<file path="src/design/cswc_pkg.sv">
// ----------------------------------------------------------------------------
// cswc_pkg: shared definitions for the constant-stiffness wall controller
// Fixed-point widths, saturation helpers, register codes and the
// command and status bundles between the controller and the datapath.
// ----------------------------------------------------------------------------
`default_nettype none

package cswc_pkg;

  // Field widths.
  localparam int DATA_W     = 48;
  localparam int FRAC_BITS  = 16;
  localparam int BODY_W     = 16;
  localparam int ID_BITS    = 16;
  localparam int STIFF_W    = 47;
  localparam int UNLOAD_W   = 21;
  localparam int DAMP_W     = 17;
  localparam int CFG_IDX_W  = 3;
  localparam int CFG_DATA_W = 47;

  // Shared multiplier: magnitude times one digit of the other magnitude per cycle.
  localparam int PROD_W      = 2 * DATA_W;
  localparam int MUL_DIGIT_W = 16;
  localparam int MUL_DIGITS  = DATA_W / MUL_DIGIT_W;
  localparam int MUL_CNT_W   = $clog2(MUL_DIGITS + 2);
  localparam int PP_W        = DATA_W + MUL_DIGIT_W;

  // Restoring divider: one quotient bit per cycle over the shifted dividend.
  localparam int DVD_W     = DATA_W + FRAC_BITS;
  localparam int DIV_CNT_W = $clog2(DVD_W + 1);

  typedef logic signed [DATA_W-1:0] fix_t;
  typedef logic [DATA_W-1:0]        mag_t;

  localparam logic [MUL_CNT_W-1:0] MUL_LAST   = MUL_CNT_W'(MUL_DIGITS + 1);
  localparam logic [MUL_CNT_W-1:0] MUL_DIGS_C = MUL_CNT_W'(MUL_DIGITS);
  localparam logic [DIV_CNT_W-1:0] DIV_LAST   = DIV_CNT_W'(DVD_W);

  localparam fix_t FIX_MAX = fix_t'({1'b0, {(DATA_W-1){1'b1}}});
  localparam fix_t FIX_MIN = fix_t'({1'b1, {(DATA_W-1){1'b0}}});
  localparam mag_t MAG_LIM = mag_t'({1'b1, {(DATA_W-1){1'b0}}});
  localparam fix_t FIX_ONE = fix_t'(mag_t'(1) << FRAC_BITS);

  // Register reset values.
  localparam logic [STIFF_W-1:0]  WALL_STIFF_RST = '0;
  localparam logic [UNLOAD_W-1:0] UNLOAD_RST     = UNLOAD_W'(1) << FRAC_BITS;
  localparam logic [DAMP_W-1:0]   DAMP_RST       = '0;
  localparam logic [STIFF_W-1:0]  MAX_STEP_RST   = STIFF_W'(1) << FRAC_BITS;
  localparam logic [BODY_W-1:0]   TOP_ID_RST     = BODY_W'(3);

  // Configuration register indexes.
  typedef enum logic [CFG_IDX_W-1:0] {
    REG_WALL_STIFFNESS  = 3'd0,
    REG_UNLOAD_FACTOR   = 3'd1,
    REG_DAMPING         = 3'd2,
    REG_MAX_HEIGHT_STEP = 3'd3,
    REG_TOP_WALL_ID     = 3'd4
  } cfg_reg_t;

  // Which product the shared multiplier forms.
  typedef enum logic [2:0] {
    MO_AREA,
    MO_KW,
    MO_TGT,
    MO_KS,
    MO_DAMP
  } mul_op_t;

  typedef struct packed {
    logic                      operation;
    logic [BODY_W-1:0]         body_a;
    logic [BODY_W-1:0]         body_b;
    logic [STIFF_W-1:0]        contact_stiffness;
    logic                      contact_loaded;
    fix_t                      top_force;
    fix_t                      top_height;
    fix_t                      left_edge;
    fix_t                      right_edge;
    fix_t                      front_edge;
    fix_t                      back_edge;
  } item_t;

  typedef struct packed {
    fix_t height_step;
    logic unloading;
    logic step_clamped;
    logic zero_divisor;
  } result_t;

  // Controller to datapath.
  typedef struct packed {
    logic    acc_en;
    logic    cap_en;
    logic    prep;
    logic    mul_start;
    mul_op_t mul_op;
    logic    den_en;
    logic    div_start;
    logic    out_load;
    logic    zdiv;
  } ctrl_cmd_t;

  // Datapath to controller.
  typedef struct packed {
    logic mul_done;
    logic div_done;
    logic unl;
    logic den_zero;
    logic out_free;
  } dp_stat_t;

  // Magnitude of a two's complement value; the most negative value maps to 2^47.
  function automatic mag_t magn(input fix_t x);
    mag_t ux;
    ux = mag_t'(x);
    return ux[DATA_W-1] ? (~ux + mag_t'(1)) : ux;
  endfunction

  // Applies a sign to a magnitude and saturates; over marks a magnitude already too big.
  function automatic fix_t sat_sm(input logic neg, input logic over, input mag_t m);
    if (neg) begin
      if (over || (m > MAG_LIM)) return FIX_MIN;
      return fix_t'(~m + mag_t'(1));
    end
    if (over || m[DATA_W-1]) return FIX_MAX;
    return fix_t'(m);
  endfunction

  function automatic fix_t sat_add(input fix_t a, input fix_t b);
    logic [DATA_W:0] s;
    s = {a[DATA_W-1], a} + {b[DATA_W-1], b};
    if (s[DATA_W] != s[DATA_W-1]) return s[DATA_W] ? FIX_MIN : FIX_MAX;
    return fix_t'(s[DATA_W-1:0]);
  endfunction

  function automatic fix_t sat_sub(input fix_t a, input fix_t b);
    logic [DATA_W:0] s;
    s = {a[DATA_W-1], a} - {b[DATA_W-1], b};
    if (s[DATA_W] != s[DATA_W-1]) return s[DATA_W] ? FIX_MIN : FIX_MAX;
    return fix_t'(s[DATA_W-1:0]);
  endfunction

endpackage

`default_nettype wire

</file>
<file path="src/design/cswc_ctrl.sv">
// ----------------------------------------------------------------------------
// cswc_ctrl: controller of the constant-stiffness wall controller
// Takes contact items one per cycle while no control step is in flight, and walks a control step through the
// shared multiplier and divider, then hands the result to the output register.
// ----------------------------------------------------------------------------
`default_nettype none

module cswc_ctrl import cswc_pkg::*; (
  input  logic      clk,
  input  logic      rst,
  input  logic      in_valid,
  input  logic      operation,
  output logic      in_ready,
  input  dp_stat_t  st,
  output ctrl_cmd_t cmd
);

  typedef enum logic [3:0] {
    S_IDLE,
    S_PREP,
    S_MUL,
    S_CMP,
    S_DEN,
    S_CHK,
    S_DIV,
    S_WAIT,
    S_LOAD
  } state_t;

  state_t    state;
  logic      ready;
  ctrl_cmd_t cmd_r;
  logic      accept;

  assign in_ready = ready;
  assign accept   = in_valid && ready;

  // Accept strobes go straight out; everything else is registered.
  always_comb begin
    cmd        = cmd_r;
    cmd.acc_en = accept && !operation;
    cmd.cap_en = accept && operation;
  end

  // State and registered commands.
  always_ff @(posedge clk) begin
    if (rst) begin
      state <= S_IDLE;
      ready <= 1'b1;
      cmd_r <= '0;
    end else begin
      cmd_r.prep      <= 1'b0;
      cmd_r.mul_start <= 1'b0;
      cmd_r.den_en    <= 1'b0;
      cmd_r.div_start <= 1'b0;
      cmd_r.out_load  <= 1'b0;
      unique case (state)
        S_IDLE: begin
          if (accept && operation) begin
            state      <= S_PREP;
            ready      <= 1'b0;
            cmd_r.prep <= 1'b1;
            cmd_r.zdiv <= 1'b0;
          end
        end
        S_PREP: begin
          state           <= S_MUL;
          cmd_r.mul_start <= 1'b1;
          cmd_r.mul_op    <= MO_AREA;
        end
        S_MUL: begin
          if (st.mul_done) begin
            unique case (cmd_r.mul_op)
              MO_AREA: begin
                cmd_r.mul_start <= 1'b1;
                cmd_r.mul_op    <= MO_KW;
              end
              MO_KW: begin
                cmd_r.mul_start <= 1'b1;
                cmd_r.mul_op    <= MO_TGT;
              end
              MO_TGT:  state <= S_CMP;
              MO_KS: begin
                state        <= S_DEN;
                cmd_r.den_en <= 1'b1;
              end
              MO_DAMP: state <= S_WAIT;
              default: state <= S_WAIT;
            endcase
          end
        end
        S_CMP: begin
          if (st.unl) begin
            state           <= S_MUL;
            cmd_r.mul_start <= 1'b1;
            cmd_r.mul_op    <= MO_KS;
          end else begin
            state        <= S_DEN;
            cmd_r.den_en <= 1'b1;
          end
        end
        S_DEN: begin
          state <= S_CHK;
        end
        S_CHK: begin
          if (st.den_zero) begin
            state      <= S_WAIT;
            cmd_r.zdiv <= 1'b1;
          end else begin
            state           <= S_DIV;
            cmd_r.div_start <= 1'b1;
          end
        end
        S_DIV: begin
          if (st.div_done) begin
            state           <= S_MUL;
            cmd_r.mul_start <= 1'b1;
            cmd_r.mul_op    <= MO_DAMP;
          end
        end
        S_WAIT: begin
          if (st.out_free) begin
            state          <= S_LOAD;
            cmd_r.out_load <= 1'b1;
          end
        end
        S_LOAD: begin
          state <= S_IDLE;
          ready <= 1'b1;
        end
        default: begin
          state <= S_IDLE;
          ready <= 1'b1;
        end
      endcase
    end
  end

`ifndef NO_ASSERTIONS
  // Unit completions only arrive while the sequence waits for them.
  a_mul_done: assert property (@(posedge clk) disable iff (rst) st.mul_done |-> state == S_MUL)
    else $error("multiplier done outside multiply state");
  a_div_done: assert property (@(posedge clk) disable iff (rst) st.div_done |-> state == S_DIV)
    else $error("divider done outside divide state");
  // A result is only loaded into a free output register.
  a_out_free: assert property (@(posedge clk) disable iff (rst) cmd.out_load |-> st.out_free)
    else $error("output register overwritten");
  // A control step starts its sequence right after acceptance.
  a_step_go: assert property (@(posedge clk) disable iff (rst)
    (in_valid && in_ready && operation) |=> (state == S_PREP && !in_ready))
    else $error("control step not started");
`endif

endmodule

`default_nettype wire

</file>
<file path="config.mk">
export PLATFORM = sky130hd
export DESIGN_NAME = cswc_ctrl
export DESIGN_NICKNAME = d
export VERILOG_FILES = /design/src/design/cswc_pkg.sv /design/src/design/cswc_ctrl.sv
export SDC_FILE = /design/constraint.sdc
export NUM_CORES = 1
export LEC_CHECK = 0
export ABC_AREA = 1
export BUFFER_PORTS_ARGS = -buffer_cell sky130_fd_sc_hd__buf_2
export CORE_ASPECT_RATIO = 0.75
export CORE_MARGIN = 2
export CORE_UTILIZATION = 45
export CTS_CLUSTER_SIZE = 28
export DETAILED_ROUTE_END_ITERATION = 6
export HOLD_SLACK_MARGIN = 0.02
export PLACE_DENSITY_LB_ADDON = 0.12
export SLEW_MARGIN = 30
export SYNTH_ARGS = -nofsm -noshare
export SYNTH_HDL_FRONTEND = slang
export SYNTH_SLANG_ARGS = --single-unit
</file>
<file path="constraint.sdc">
create_clock -name clk -period 1.1 [get_ports clk]
set_input_delay 0.22 -clock clk [delete_from_list [all_inputs] [get_ports clk]]
set_output_delay 0.22 -clock clk [all_outputs]
set_load 0.01 [all_outputs]
</file>
==> impl_metrics.toml <==
[yosys]
yosysSeqAreaShare = 0.3533
yosysWarnings = 0
synthTopCellsByArea = "dfxtp_1, nand2_1, nor2_1, nand3_1, nor2_4"
synth_cell_types = 19
synth_top_area_cell = "dfxtp_1"
syn_area_um2 = 793.3
post-synth-top-area-fraction = 0.3533
syn_nets = 127
syn_inst = 118
avgSynthCellArea_um2 = 6.723
synth_seq_cells = 14

[placement]
portBuffers = 20
dpl.hpwl_um = 1551
dp_cells = 174
place_area_um2 = 1032
gp_congestion = 0.8736

[die]
die_h_um = 40.36
rows = 13
die_x_um = 52.48
core-area_um2 = 1692
initial_core_util = 0.4689
dieArea_um2 = 2118
ios = 21

[timing]
report.final.hold_viol_count = 0
slew_headroom = 0.8220
tightest_slew_ns = 0.2666
setup_tns_ns = -1.997
period_share = 1.197
clock.fmax_mhz = 759.4
rsz0062_at_grt = "true"
finalSetupViolCount = 14
finClkSkew_ns = 0.01693
report.final.slew_viol_count = 0
fin_ws_ns = -0.2168
period_needed_ns = 1.317

[cts]
cts_tree = "done"
insertion_delay_ns = 0.30
cts.sinks = 14
cts_root_buf = "clkbuf_4"
h-tree-depth = 1
cts.clk_slew.worst_paths_ns = 0.10
clockBufferDepth = 2
cts_buffers = 3

[route]
ant_nets = 0
route.detailed.wl_per_inst_um = 13.69
routed_wl_um = 2573
drc = 0
via_count = 953
viasPerCell = 5.069
first_pass_iters = 4
drtIter0Drc = 43

[global_routing]
antenna_found_initial = 0
grt_pass1_wl_um = 3387
grt_use_total = 0.2309
grt_max_degree = 9
grt_overflow = 0
grt_pass1_vias = 771

[worst_setup_path]
r2r_start = "state[2]"
path_max_fanout = 6
critPathArrivalTime_ns = 1.55
rrSetupSlack_ns = -0.22
required_ns = 1.34
end_kind = "flop"
startpoint_type = "flop"
r2r_cells = 9
r2r-end = "state[2]"
path_class = "reg2reg"

[hold_path]
whs_path_depth = 2
hp-class = "in2reg"
worstHoldEndpoint = "cmd[2]"
min-delay-start = "st[1]"

[cells_and_area]
utilization = 0.7567
final_cells = 188
drive_gt1_frac = 0.5301
design_area_um2 = 1280
area_delta_synth_final_pct = 61.36
layout.nets = 176
antenna_cells = 0

[pwr]
leakagePower_nw = 0.6896
p_per_area_nw_per_um2 = 2719
ir_drop_mv = 1.809

[run_status]
status = "finished, violations left"
violations = "setup timing"

[job]
cap_violations = 0
## synthesized netlist by cell type, drive strengths merged
cell and count:
nor2 29, nand2 28, nand3 18, inv 17, dfxtp 14, nor3 3, o21ai 3, a21oi 2
a31oi 1, buf 1, nand3b 1, o21a 1
## worst max path at each step
| stage | startpoint | endpoint | slack (ns) | depth (start not counted) |
|---|---|---|---|---|
| 2_1_floorplan | state[1] | cmd[4] | -0.02 | 9 |
| 3_3_place_gp | state[2] | cmd[4] | -0.13 | 8 |
| 3_5_place_dp | state[1] | cmd[4] | -0.16 | 9 |
| 4_1_cts | state[3] | cmd[4] | -0.15 | 8 |
| 5_1_grt | state[2] | cmd[6] | -0.30 | 8 |
| 6_report | state[2] | state[2] | -0.22 | 9 |
## stage by stage
stage / hold WS, ns / setup WS (ns) / power (W)
2_1_floorplan: 0.2993 / -0.02123 / 0.001864
3_3_place_gp: 0.4087 / -0.1341 / 0.002467
3_5_place_dp: 0.4084 / -0.1554 / 0.002490
4_1_cts: 0.09119 / -0.1463 / 0.003023
5_1_grt: 0.08336 / -0.3013 / 0.003712
6_report: 0.09081 / -0.2168 / 0.003480
## registers in the layout, summed over array words and instances, names as in the netlist
register,cells
state,4
in_ready,1
cmd,9
## report_power, final
group	internal [W]	switching [W]	leakage [nW]
combinational	0.00103	0.00129	0.552
clock	0.000202	0.000180	0.0210
sequential	0.000660	0.000118	0.117
## cells by family after synthesis
| logic type | share of synthesized area |
|---|---|
| simple gates | 0.5126 |
| buf+inv | 0.08517 |
| compound gates | 0.04890 |
| flops | 0.3533 |
## cell usage in the layout (no fill, tap or decap), drive strengths merged
master | netlist | layout
buf | 1 | 45
nand2 | 28 | 28
clkbuf | 0 | 4
o21ai | 3 | 3
nor2 | 29 | 29
o21a | 1 | 1
dfxtp | 14 | 14
inv | 17 | 17
nand3 | 18 | 18
a31oi | 1 | 1
a21oi | 2 | 2
nor3 | 3 | 3
nand3b | 1 | 1
## final cells by class
type	instances	area (µm²)
Inverter	17	68.82
Sequential cell	14	291.5
Fill cell	126	411.6
Timing Repair Buffer	45	335.3
Clock buffer	4	36.28
Tap cell	22	27.53
Multi-Input combinational cell	86	520.5
## worst max-delay path: stages (launching register included)
cell	delay (ns)
dfxtp_2	0.36
nor2_4	0.20
buf_4	0.14
buf_4	0.10
nand3b_1	0.12
nand3_1	0.10
nor2_1	0.04
nand2_1	0.06
nand2_1	0.05
nor2_1	0.09
## routing by layer
| metal | global-route usage | part of all wire | routed length [µm] | vias up |
|---|---|---|---|---|
| met5 | 0 | 0 | 0 | - |
| met4 | 0.06410 | 0.0031 | 8 | 0 |
| met3 | 0.09328 | 0.075 | 194 | 2 |
| met2 | 0.3469 | 0.47 | 1217 | 48 |
| met1 | 0.3067 | 0.45 | 1152 | 434 |
| li1 | - | - | - | 469 |
## repair_timing
item,4_1_cts,5_1_grt
endpoints found under the hold margin,0,0
setup endpoints to repair,13,19
buffers inserted,5,5
pin swaps,4,12
resized for setup,10,28
hold buffers,0,0
gates cloned,0,0
No activity file was read; power rests on OpenSTA's default activity.
